### config.mk
export PLATFORM = sky130hd
export DESIGN_NAME = i2c_master_bit_engine
export DESIGN_NICKNAME = d
export VERILOG_FILES = /design/src/sv/i2cmbe_pkg.sv /design/src/sv/i2c_master_bit_engine.sv /design/src/sv/i2cmbe_core.sv
export SDC_FILE = /design/constraint.sdc
export NUM_CORES = 1
export LEC_CHECK = 0
export BUFFER_PORTS_ARGS = -buffer_cell sky130_fd_sc_hd__buf_2
export CAP_MARGIN = 40
export CORE_AREA = 4 4 106 108
export DETAILED_ROUTE_END_ITERATION = 8
export DIE_AREA = 0 0 110 112
export PLACE_DENSITY = 0.75
export SLEW_MARGIN = 20
export SYNTH_ARGS = -nofsm -noshare
export SYNTH_HDL_FRONTEND = slang
export SYNTH_SLANG_ARGS = --single-unit
### constraint.sdc
create_clock -name aclk -period 2.7 [get_ports aclk]
set_input_delay 0.675 -clock aclk [delete_from_list [all_inputs] [get_ports aclk]]
set_output_delay 0.675 -clock aclk [all_outputs]
set_load 0.03 [all_outputs]
### src/sv/i2cmbe_pkg.sv
// ----------------------------------------------------------------------------
// I2C master bit engine package
// Shared types, opcodes, sequencer phase codes and fixed hold lengths.
// ----------------------------------------------------------------------------
package i2cmbe_pkg;

    // Widths
    localparam int HALF_PERIOD_BITS = 16;
    localparam int PHASE_W          = 5;
    localparam int BYTE_BITS        = 8;
    localparam int BIT_CNT_W        = 4;
    localparam int POLL_W           = 8;
    localparam int OPCODE_W         = 3;
    localparam int CFG_IDX_W        = 1;
    localparam int CFG_DATA_W       = 16;
    localparam int S_TDATA_W        = 16;
    localparam int S_TUSER_W        = 4;
    localparam int M_TDATA_W        = 16;

    // Register reset values
    localparam logic [HALF_PERIOD_BITS-1:0] RESET_HALF_PERIOD = HALF_PERIOD_BITS'(5);
    localparam logic [POLL_W-1:0]           RESET_ACK_TIMEOUT = POLL_W'(250);

    // Fixed hold lengths in ticks
    localparam logic [HALF_PERIOD_BITS-1:0] HOLD_START = HALF_PERIOD_BITS'(4);
    localparam logic [HALF_PERIOD_BITS-1:0] HOLD_STOP  = HALF_PERIOD_BITS'(5);
    localparam logic [HALF_PERIOD_BITS-1:0] HOLD_NACK  = HALF_PERIOD_BITS'(5);
    localparam logic [HALF_PERIOD_BITS-1:0] HOLD_ONE   = HALF_PERIOD_BITS'(1);

    // Configuration register indexes
    localparam logic [CFG_IDX_W-1:0] CFG_HALF_PERIOD = CFG_IDX_W'(0);
    localparam logic [CFG_IDX_W-1:0] CFG_ACK_TIMEOUT = CFG_IDX_W'(1);

    // Command opcodes
    localparam logic [OPCODE_W-1:0] OP_INIT    = 3'd0;
    localparam logic [OPCODE_W-1:0] OP_START   = 3'd1;
    localparam logic [OPCODE_W-1:0] OP_STOP    = 3'd2;
    localparam logic [OPCODE_W-1:0] OP_WRITE   = 3'd3;
    localparam logic [OPCODE_W-1:0] OP_READ    = 3'd4;
    localparam logic [OPCODE_W-1:0] OP_WAITACK = 3'd5;
    localparam logic [OPCODE_W-1:0] OP_ACK     = 3'd6;
    localparam logic [OPCODE_W-1:0] OP_NACK    = 3'd7;

    // Sequencer phases
    localparam logic [PHASE_W-1:0] PH_IDLE    = 5'd0;
    localparam logic [PHASE_W-1:0] PH_INIT_A  = 5'd1;
    localparam logic [PHASE_W-1:0] PH_START_A = 5'd2;
    localparam logic [PHASE_W-1:0] PH_START_B = 5'd3;
    localparam logic [PHASE_W-1:0] PH_STOP_A  = 5'd4;
    localparam logic [PHASE_W-1:0] PH_STOP_B  = 5'd5;
    localparam logic [PHASE_W-1:0] PH_STOP_C  = 5'd6;
    localparam logic [PHASE_W-1:0] PH_WA_A    = 5'd7;
    localparam logic [PHASE_W-1:0] PH_WA_B    = 5'd8;
    localparam logic [PHASE_W-1:0] PH_WA_POLL = 5'd9;
    localparam logic [PHASE_W-1:0] PH_ACK_A   = 5'd10;
    localparam logic [PHASE_W-1:0] PH_NACK_A  = 5'd11;
    localparam logic [PHASE_W-1:0] PH_NACK_B  = 5'd12;
    localparam logic [PHASE_W-1:0] PH_WR_LO   = 5'd13;
    localparam logic [PHASE_W-1:0] PH_WR_HI   = 5'd14;
    localparam logic [PHASE_W-1:0] PH_RD_LO   = 5'd15;
    localparam logic [PHASE_W-1:0] PH_RD_HI   = 5'd16;

    // One tick as it enters the sequencer
    typedef struct packed {
        logic                cmd_valid;
        logic [OPCODE_W-1:0] opcode;
        logic [7:0]          tx_byte;
        logic                sda_in;
    } tick_t;

    // Live configuration
    typedef struct packed {
        logic [HALF_PERIOD_BITS-1:0] half_period;
        logic [POLL_W-1:0]           ack_timeout;
    } cfg_t;

    // Result of one tick
    typedef struct packed {
        logic       scl;
        logic       sda;
        logic       busy;
        logic       done;
        logic [7:0] rx_byte;
        logic       ack;
    } res_t;

endpackage

### src/sv/i2c_master_bit_engine.sv
// ----------------------------------------------------------------------------
// I2C master bit engine
// Tick-driven I2C master: drives SCL and SDA through command sequences.
// ----------------------------------------------------------------------------
// Usage:
//   Each s_ beat is one timing tick carrying an optional command (tuser) and
//   the sampled SDA level (tdata). Every tick yields exactly one m_ beat with
//   the SCL/SDA drive levels, busy/done flags, last read byte and ack status.
//   A command offered while a sequence runs, including its completing tick,
//   is dropped.
//   A tick's result beat passes through the input register, then the result
//   register. The engine takes one tick per cycle while the result register
//   can take the beat (m_tready high or the result register empty).
//   The cfg channel is always ready; write it only while the engine is idle.
//   Reset: sequencer idle, SCL and SDA released high, half period 5 ticks,
//   ack timeout 250 polls, read byte and ack status cleared.
//   Stall: when m_tready is low the result beat holds, one further tick is
//   held in the input register, then s_tready drops until the result drains.
// ----------------------------------------------------------------------------
module i2c_master_bit_engine (
    input  logic                                 aclk,
    input  logic                                 aresetn,
    // tick input
    input  logic                                 s_tvalid,
    output logic                                 s_tready,
    input  logic [i2cmbe_pkg::S_TDATA_W-1:0]     s_tdata,  // tx_byte[7:0], sda_in[8]
    input  logic [i2cmbe_pkg::S_TUSER_W-1:0]     s_tuser,  // cmd_valid[0], opcode[3:1]
    // result output
    output logic                                 m_tvalid,
    input  logic                                 m_tready,
    output logic [i2cmbe_pkg::M_TDATA_W-1:0]     m_tdata,  // scl_out[0], sda_out[1],
                                                            // busy_res[2], done_res[3],
                                                            // rx_byte[11:4],
                                                            // ack_received[12]
    // configuration writes
    input  logic                                 cfg_valid,
    output logic                                 cfg_ready,
    input  logic [i2cmbe_pkg::CFG_IDX_W-1:0]     cfg_index,
    input  logic [i2cmbe_pkg::CFG_DATA_W-1:0]    cfg_data
);
    import i2cmbe_pkg::*;

    logic                        in_valid_reg;
    tick_t                       tick_reg;
    tick_t                       tick_in;
    logic                        out_valid_reg;
    res_t                        res_reg;
    res_t                        res_step;
    logic                        advance;
    cfg_t                        cfg;
    logic [HALF_PERIOD_BITS-1:0] half_period_reg;
    logic [POLL_W-1:0]           ack_timeout_reg;

    // Unpack the incoming beat
    always_comb begin
        tick_in.cmd_valid = s_tuser[0];
        tick_in.opcode    = s_tuser[OPCODE_W:1];
        tick_in.tx_byte   = s_tdata[BYTE_BITS-1:0];
        tick_in.sda_in    = s_tdata[BYTE_BITS];
    end

    // Step the sequencer when the result register can take the beat
    assign advance  = in_valid_reg && (!out_valid_reg || m_tready);
    assign s_tready = !in_valid_reg || advance;

    // Configuration registers
    assign cfg_ready       = 1'b1;
    assign cfg.half_period = half_period_reg;
    assign cfg.ack_timeout = ack_timeout_reg;

    always_ff @(posedge aclk) begin
        if (!aresetn) begin
            half_period_reg <= RESET_HALF_PERIOD;
            ack_timeout_reg <= RESET_ACK_TIMEOUT;
        end else if (cfg_valid) begin
            if (cfg_index == CFG_HALF_PERIOD) begin
                half_period_reg <= cfg_data[HALF_PERIOD_BITS-1:0];
            end else if (cfg_index == CFG_ACK_TIMEOUT) begin
                ack_timeout_reg <= cfg_data[POLL_W-1:0];
            end
        end
    end

    // Input register
    always_ff @(posedge aclk) begin
        if (!aresetn) begin
            in_valid_reg <= 1'b0;
        end else if (s_tvalid && s_tready) begin
            in_valid_reg <= 1'b1;
        end else if (advance) begin
            in_valid_reg <= 1'b0;
        end
    end

    always_ff @(posedge aclk) begin
        if (s_tvalid && s_tready) begin
            tick_reg <= tick_in;
        end
    end

    i2cmbe_core u_core (
        .aclk    (aclk),
        .aresetn (aresetn),
        .step_en (advance),
        .tick    (tick_reg),
        .cfg     (cfg),
        .res     (res_step)
    );

    // Result register
    always_ff @(posedge aclk) begin
        if (!aresetn) begin
            out_valid_reg <= 1'b0;
        end else if (advance) begin
            out_valid_reg <= 1'b1;
        end else if (m_tready) begin
            out_valid_reg <= 1'b0;
        end
    end

    always_ff @(posedge aclk) begin
        if (advance) begin
            res_reg <= res_step;
        end
    end

    assign m_tvalid = out_valid_reg;
    assign m_tdata  = M_TDATA_W'({res_reg.ack, res_reg.rx_byte, res_reg.done,
                                  res_reg.busy, res_reg.sda, res_reg.scl});

`ifndef SYNTHESIS
    a_ready_when_drained: assert property (@(posedge aclk) disable iff (!aresetn)
        !out_valid_reg |-> s_tready)
        else $error("input stalled with an empty result register");

    a_done_not_busy: assert property (@(posedge aclk) disable iff (!aresetn)
        (out_valid_reg && res_reg.done) |-> !res_reg.busy)
        else $error("completing tick reported busy");

    a_result_held: assert property (@(posedge aclk) disable iff (!aresetn)
        (m_tvalid && !m_tready) |=> (m_tvalid && $stable(m_tdata)))
        else $error("stalled result beat changed or dropped");
`endif

endmodule

### src/sv/i2cmbe_core.sv
// ----------------------------------------------------------------------------
// I2C master bit engine sequencer
// Holds the bus sequencer state and works out one tick per step.
// ----------------------------------------------------------------------------
module i2cmbe_core (
    input  logic               aclk,
    input  logic               aresetn,
    input  logic               step_en,
    input  i2cmbe_pkg::tick_t  tick,
    input  i2cmbe_pkg::cfg_t   cfg,
    output i2cmbe_pkg::res_t   res
);
    import i2cmbe_pkg::*;

    logic [PHASE_W-1:0]          phase_reg, phase_next;
    logic [BIT_CNT_W-1:0]        bit_count_reg, bit_count_next;
    logic [HALF_PERIOD_BITS-1:0] delay_reg, delay_next;
    logic [BYTE_BITS-1:0]        shift_reg, shift_next;
    logic [POLL_W-1:0]           poll_reg, poll_next;
    logic                        scl_reg, scl_next;
    logic                        sda_reg, sda_next;
    logic                        ack_reg, ack_next;
    logic [BYTE_BITS-1:0]        rx_reg, rx_next;
    logic                        done;
    logic [HALF_PERIOD_BITS-1:0] half_ticks;

    // Zero half period runs as one tick
    assign half_ticks = (cfg.half_period == '0) ? HOLD_ONE : cfg.half_period;

    // Work out the next state for one tick
    always_comb begin
        phase_next     = phase_reg;
        bit_count_next = bit_count_reg;
        delay_next     = delay_reg;
        shift_next     = shift_reg;
        poll_next      = poll_reg;
        scl_next       = scl_reg;
        sda_next       = sda_reg;
        ack_next       = ack_reg;
        rx_next        = rx_reg;
        done           = 1'b0;
        if (phase_reg == PH_IDLE) begin
            if (tick.cmd_valid) begin
                unique case (tick.opcode)
                    OP_INIT: begin
                        scl_next   = 1'b1;
                        phase_next = PH_INIT_A;
                        delay_next = half_ticks;
                    end
                    OP_START: begin
                        sda_next   = 1'b1;
                        scl_next   = 1'b1;
                        phase_next = PH_START_A;
                        delay_next = HOLD_START;
                    end
                    OP_STOP: begin
                        sda_next   = 1'b0;
                        scl_next   = 1'b0;
                        phase_next = PH_STOP_A;
                        delay_next = HOLD_STOP;
                    end
                    OP_WRITE: begin
                        shift_next     = tick.tx_byte;
                        bit_count_next = '0;
                        scl_next       = 1'b0;
                        sda_next       = tick.tx_byte[BYTE_BITS-1];
                        phase_next     = PH_WR_LO;
                        delay_next     = half_ticks;
                    end
                    OP_READ: begin
                        shift_next     = '0;
                        bit_count_next = '0;
                        sda_next       = 1'b1;
                        scl_next       = 1'b0;
                        phase_next     = PH_RD_LO;
                        delay_next     = half_ticks;
                    end
                    OP_WAITACK: begin
                        sda_next   = 1'b1;
                        poll_next  = '0;
                        phase_next = PH_WA_A;
                        delay_next = half_ticks;
                    end
                    OP_ACK: begin
                        sda_next   = 1'b0;
                        scl_next   = 1'b1;
                        phase_next = PH_ACK_A;
                        delay_next = HOLD_ONE;
                    end
                    OP_NACK: begin
                        scl_next   = 1'b0;
                        sda_next   = 1'b1;
                        phase_next = PH_NACK_A;
                        delay_next = HOLD_NACK;
                    end
                endcase
            end
        end else if (phase_reg != PH_WA_POLL && delay_reg > HOLD_ONE) begin
            // Count down the current hold
            delay_next = delay_reg - HOLD_ONE;
        end else begin
            unique case (phase_reg)
                PH_INIT_A: begin
                    sda_next   = 1'b1;
                    phase_next = PH_IDLE;
                    delay_next = '0;
                    done       = 1'b1;
                end
                PH_START_A: begin
                    sda_next   = 1'b0;
                    phase_next = PH_START_B;
                    delay_next = half_ticks;
                end
                PH_START_B: begin
                    scl_next   = 1'b0;
                    phase_next = PH_IDLE;
                    delay_next = '0;
                    done       = 1'b1;
                end
                PH_STOP_A: begin
                    scl_next   = 1'b1;
                    phase_next = PH_STOP_B;
                    delay_next = half_ticks;
                end
                PH_STOP_B: begin
                    sda_next   = 1'b1;
                    phase_next = PH_STOP_C;
                    delay_next = HOLD_STOP;
                end
                PH_STOP_C: begin
                    phase_next = PH_IDLE;
                    delay_next = '0;
                    done       = 1'b1;
                end
                PH_WA_A: begin
                    scl_next   = 1'b1;
                    phase_next = PH_WA_B;
                    delay_next = HOLD_ONE;
                end
                PH_WA_B: begin
                    phase_next = PH_WA_POLL;
                    delay_next = '0;
                end
                PH_WA_POLL: begin
                    // Low sample is an ACK; give up once the poll budget is spent
                    if (!tick.sda_in) begin
                        scl_next   = 1'b0;
                        ack_next   = 1'b1;
                        phase_next = PH_IDLE;
                        delay_next = '0;
                        done       = 1'b1;
                    end else if (poll_reg >= cfg.ack_timeout) begin
                        scl_next   = 1'b0;
                        ack_next   = 1'b0;
                        phase_next = PH_IDLE;
                        delay_next = '0;
                        done       = 1'b1;
                    end else begin
                        poll_next = poll_reg + POLL_W'(1);
                    end
                end
                PH_ACK_A: begin
                    scl_next   = 1'b0;
                    sda_next   = 1'b1;
                    phase_next = PH_IDLE;
                    delay_next = '0;
                    done       = 1'b1;
                end
                PH_NACK_A: begin
                    scl_next   = 1'b1;
                    phase_next = PH_NACK_B;
                    delay_next = half_ticks;
                end
                PH_NACK_B: begin
                    scl_next   = 1'b0;
                    phase_next = PH_IDLE;
                    delay_next = '0;
                    done       = 1'b1;
                end
                PH_WR_LO: begin
                    scl_next   = 1'b1;
                    phase_next = PH_WR_HI;
                    delay_next = half_ticks;
                end
                PH_WR_HI: begin
                    // Shift out the next bit, MSB first
                    scl_next       = 1'b0;
                    shift_next     = {shift_reg[BYTE_BITS-2:0], 1'b0};
                    bit_count_next = bit_count_reg + BIT_CNT_W'(1);
                    if (bit_count_next < BIT_CNT_W'(BYTE_BITS)) begin
                        sda_next   = shift_next[BYTE_BITS-1];
                        phase_next = PH_WR_LO;
                        delay_next = half_ticks;
                    end else begin
                        phase_next = PH_IDLE;
                        delay_next = '0;
                        done       = 1'b1;
                    end
                end
                PH_RD_LO: begin
                    scl_next   = 1'b1;
                    phase_next = PH_RD_HI;
                    delay_next = half_ticks;
                end
                PH_RD_HI: begin
                    // Sample SDA at the end of the high half
                    scl_next       = 1'b0;
                    shift_next     = {shift_reg[BYTE_BITS-2:0], tick.sda_in};
                    bit_count_next = bit_count_reg + BIT_CNT_W'(1);
                    if (bit_count_next < BIT_CNT_W'(BYTE_BITS)) begin
                        phase_next = PH_RD_LO;
                        delay_next = half_ticks;
                    end else begin
                        rx_next    = shift_next;
                        phase_next = PH_IDLE;
                        delay_next = '0;
                        done       = 1'b1;
                    end
                end
                default: begin
                    phase_next = PH_IDLE;
                    delay_next = '0;
                end
            endcase
        end
    end

    // Result of this tick
    always_comb begin
        res.scl     = scl_next;
        res.sda     = sda_next;
        res.busy    = (phase_next != PH_IDLE);
        res.done    = done;
        res.rx_byte = rx_next;
        res.ack     = ack_next;
    end

    // Advance the state once per stepped tick
    always_ff @(posedge aclk) begin
        if (!aresetn) begin
            phase_reg     <= PH_IDLE;
            bit_count_reg <= '0;
            delay_reg     <= '0;
            shift_reg     <= '0;
            poll_reg      <= '0;
            scl_reg       <= 1'b1;
            sda_reg       <= 1'b1;
            ack_reg       <= 1'b0;
            rx_reg        <= '0;
        end else if (step_en) begin
            phase_reg     <= phase_next;
            bit_count_reg <= bit_count_next;
            delay_reg     <= delay_next;
            shift_reg     <= shift_next;
            poll_reg      <= poll_next;
            scl_reg       <= scl_next;
            sda_reg       <= sda_next;
            ack_reg       <= ack_next;
            rx_reg        <= rx_next;
        end
    end

`ifndef SYNTHESIS
    a_bit_count_range: assert property (@(posedge aclk) disable iff (!aresetn)
        bit_count_reg <= BIT_CNT_W'(BYTE_BITS))
        else $error("bit counter ran past one byte");

    a_idle_no_hold: assert property (@(posedge aclk) disable iff (!aresetn)
        (phase_reg == PH_IDLE) |-> (delay_reg == '0))
        else $error("hold counter left running in idle");

    a_hold_nonzero: assert property (@(posedge aclk) disable iff (!aresetn)
        (phase_reg != PH_IDLE && phase_reg != PH_WA_POLL) |-> (delay_reg != '0))
        else $error("timed phase entered with an empty hold");

    a_poll_budget: assert property (@(posedge aclk) disable iff (!aresetn)
        (phase_reg == PH_WA_POLL) |-> (poll_reg <= cfg.ack_timeout))
        else $error("ack poll count beyond timeout");
`endif

endmodule
==> metrics.cfg <==
[drt]
drcViolationCount = 0
detail_route.iter0.violations = 346
vias = 4856
wl_per_cell_um = 16.8
viasPerCell = 6.02
firstDrtPassIters = 5
totalWireLength_um = 13600
antenna_left = 0

[setup_path]
critPathKind = flip-flop to flip-flop
worstPathArrival_ns = 2.84
worst_ep_required_time_ns = 3.02
startpoint_type = flip-flop
r2r_start = u_core.poll_reg[0]
critPathMaxFanout = 9
worstReg2RegEnd = u_core.delay_reg[12]
cp-end-kind = flip-flop
slowest_delay_ns = 0.41
ff2ff_setup_slack_ns = 0.18
path_cells = inv_1 > ha_1 > nand2b_1 > a2111oi_0 > o31ai_1 > or2_2 > nand2b_1 > buf_4 > a221oi_1 > nor2_1
critical_path_depth = 10
crit_family = simple AND/OR/NAND/NOR gates
reg2reg_depth = 10
crit_slowest_cell = a2111oi_0
cp_common_cell = nand2b_1
cp_num_buf_inv = 2

[power]
p_per_area_nw_per_um2 = 557
peakVddDrop_mv = 0.357
leakagePower_uw = 0.00240

[yosys]
netlist_area_um2 = 5600
synth.distinct_cells = 76
yosys.area.top_type = dfxtp_1
yosysSeqAreaShare_pct = 41.5
syn_inst = 622
synth_flop_cell = dfxtp_1
synth_edf_count = 26
synth.yosys.warnings = 0
synth_seq_cells = 103
yosysTopAreaCellShare_pct = 27.5
yosysMostFrequentCell = dfxtp_1
ys_top_cells_by_area = dfxtp_1 28%, edfxtp_1 14%, nand2_1 5.0%
async_reset_ff_share_pct = 0
syn_area_per_cell_um2 = 9.01
synth_common_cells = 77 x dfxtp_1, 75 x nand2_1, 49 x nor2_1

[job]
maxCapViolCount = 0

[timing]
clock.fmax_mhz = 396
relSlewSlack_pct = 58.4
timing.final.crit_share_pct = 93.4
hold_ws_ns = 0.457
setup_tns_ns = 0
setup_viol = 0
period_minus_slack_ns = 2.52
rsz0062_at_grt = false
final-hold-violation-count = 0
drv_slew = 0
skew_ns = 0.0111
tightest_slew_ns = 0.624

[floorplanning]
coreArea_um2 = 10200
die_x_um = 110
die_h_um = 112
die_area_um2 = 12300
pin_count = 61
start_util_pct = 54.8
rows = 37

[finish]
fin_area_um2 = 6200
n_antenna_cell = 0
syn_to_final_growth_pct = 10.7
layout.nets = 720
drive_gt1_share_pct = 18.3
final_cells = 807

[worst_hold_path]
min_to = tick_reg[2]
hold_path_class = input port to flip-flop
min_from = s_tdata[1]
hold_depth = 1

[placement]
place_inst = 791
dpl_cell_area_um2 = 6000
detailed_place_hpwl_um = 9940
gp_congestion = 0.943
port_buffers = 49

[cts]
cts_tree = done
clk_pin_slew_ns = 0.11
postCtsSetupRepairBufs = 0
clock_latency_ns = 0.38
cts_sinks = 103
cts_buffer_depth = 2
ctsRootBufferMaster = clkbuf_8
htreeDepth = 3
numCtsBuffers = 9

[global_route]
gr-usage-all-layers_pct = 22.9
grt_pass1_vias = 4619
grt-ovfl-total = 0
grt_pass1_wl_um = 22700
grt_antenna_before_repair = 0
grt_max_degree = 39

[outcome]
status = finished clean

## layout by cell type, fill, tap and decap left out, drive strengths merged, types with 4 or more instances in the layout
cell     n
clkbuf   9
a21boi  20
or2      5
nand3   17
dfxtp   77
edfxtp  26
nor2b   15
ha      12
a21oi   34
nor3    15
or3      5
a31oi    7
conb     4
o21ai   41
nor3b   12
nand2   77
and2     4
mux2i   10
xor2    15
a221oi  17
nor4     5
and3     6
o211ai  13
xnor2   10
nand2b  10
buf     72
nor2    51
mux2     8
inv     17
## cells by family (layout without fill, tap and decap cells)
logic type / after synthesis / after routing / synth area share [%]
simple gates: 237 / 237 / 22.7
compound gates: 170 / 170 / 21.0
flops: 103 / 103 / 41.5
buf+inv: 54 / 101 / 4.56
xor+xnor: 25 / 25 / 3.91
mux: 18 / 18 / 3.40
fa+ha+maj: 13 / 13 / 2.86
other cells: 2 / 4 / 0.134
## routing by layer
layer	GRT usage, %	part of all wire [%]
met5	0	0
met4	8.31	1.9
met3	3.42	5.8
met2	35.0	46
met1	32.8	46
## power breakdown
group / leakage [µW] / internal (µW) / switching [µW]
Clock: 0.0000970 / 364 / 606
Combinational: 0.00143 / 281 / 475
Sequential: 0.000871 / 1660 / 68.7
## through the flow
step | util, % | power [µW] | setup slack [ns]
4_1_cts | 60.6 | 3460 | 0.186
3_5_place_dp | 58.7 | 2500 | -0.0269
3_3_place_gp | 58.6 | 2480 | 0.0881
5_1_grt | 60.6 | 3620 | 0.0297
2_1_floorplan | - | 2300 | 0.263
6_report | 60.6 | 3450 | 0.178
## worst max path at each step
stage	start	endpoint	slack, ns
6_report	u_core.poll_reg[0]	u_core.delay_reg[12]	0.18
4_1_cts	u_core.poll_reg[0]	u_core.delay_reg[9]	0.19
3_3_place_gp	u_core.poll_reg[3]	u_core.delay_reg[4]	0.09
5_1_grt	u_core.poll_reg[0]	u_core.delay_reg[12]	0.03
2_1_floorplan	u_core.poll_reg[0]	u_core.delay_reg[7]	0.26
3_5_place_dp	u_core.poll_reg[3]	u_core.delay_reg[4]	-0.03
## area by class of cell
cell class              instances  area, µm²
multi-input cells             467       3030
well taps                     136        170
flip-flops and latches        103       2320
fillers                       882       4030
clock inverters                 7       72.6
clock buffers                   9        124
repair buffers                 72        430
inverters                      13       48.8
## what timing repair did
action                                  4_1_cts  5_1_grt
endpoints found under the setup margin        3        0
gates resized for setup                       1        0
hold buffers                                  0        0
(Power assumes the default switching activity.)
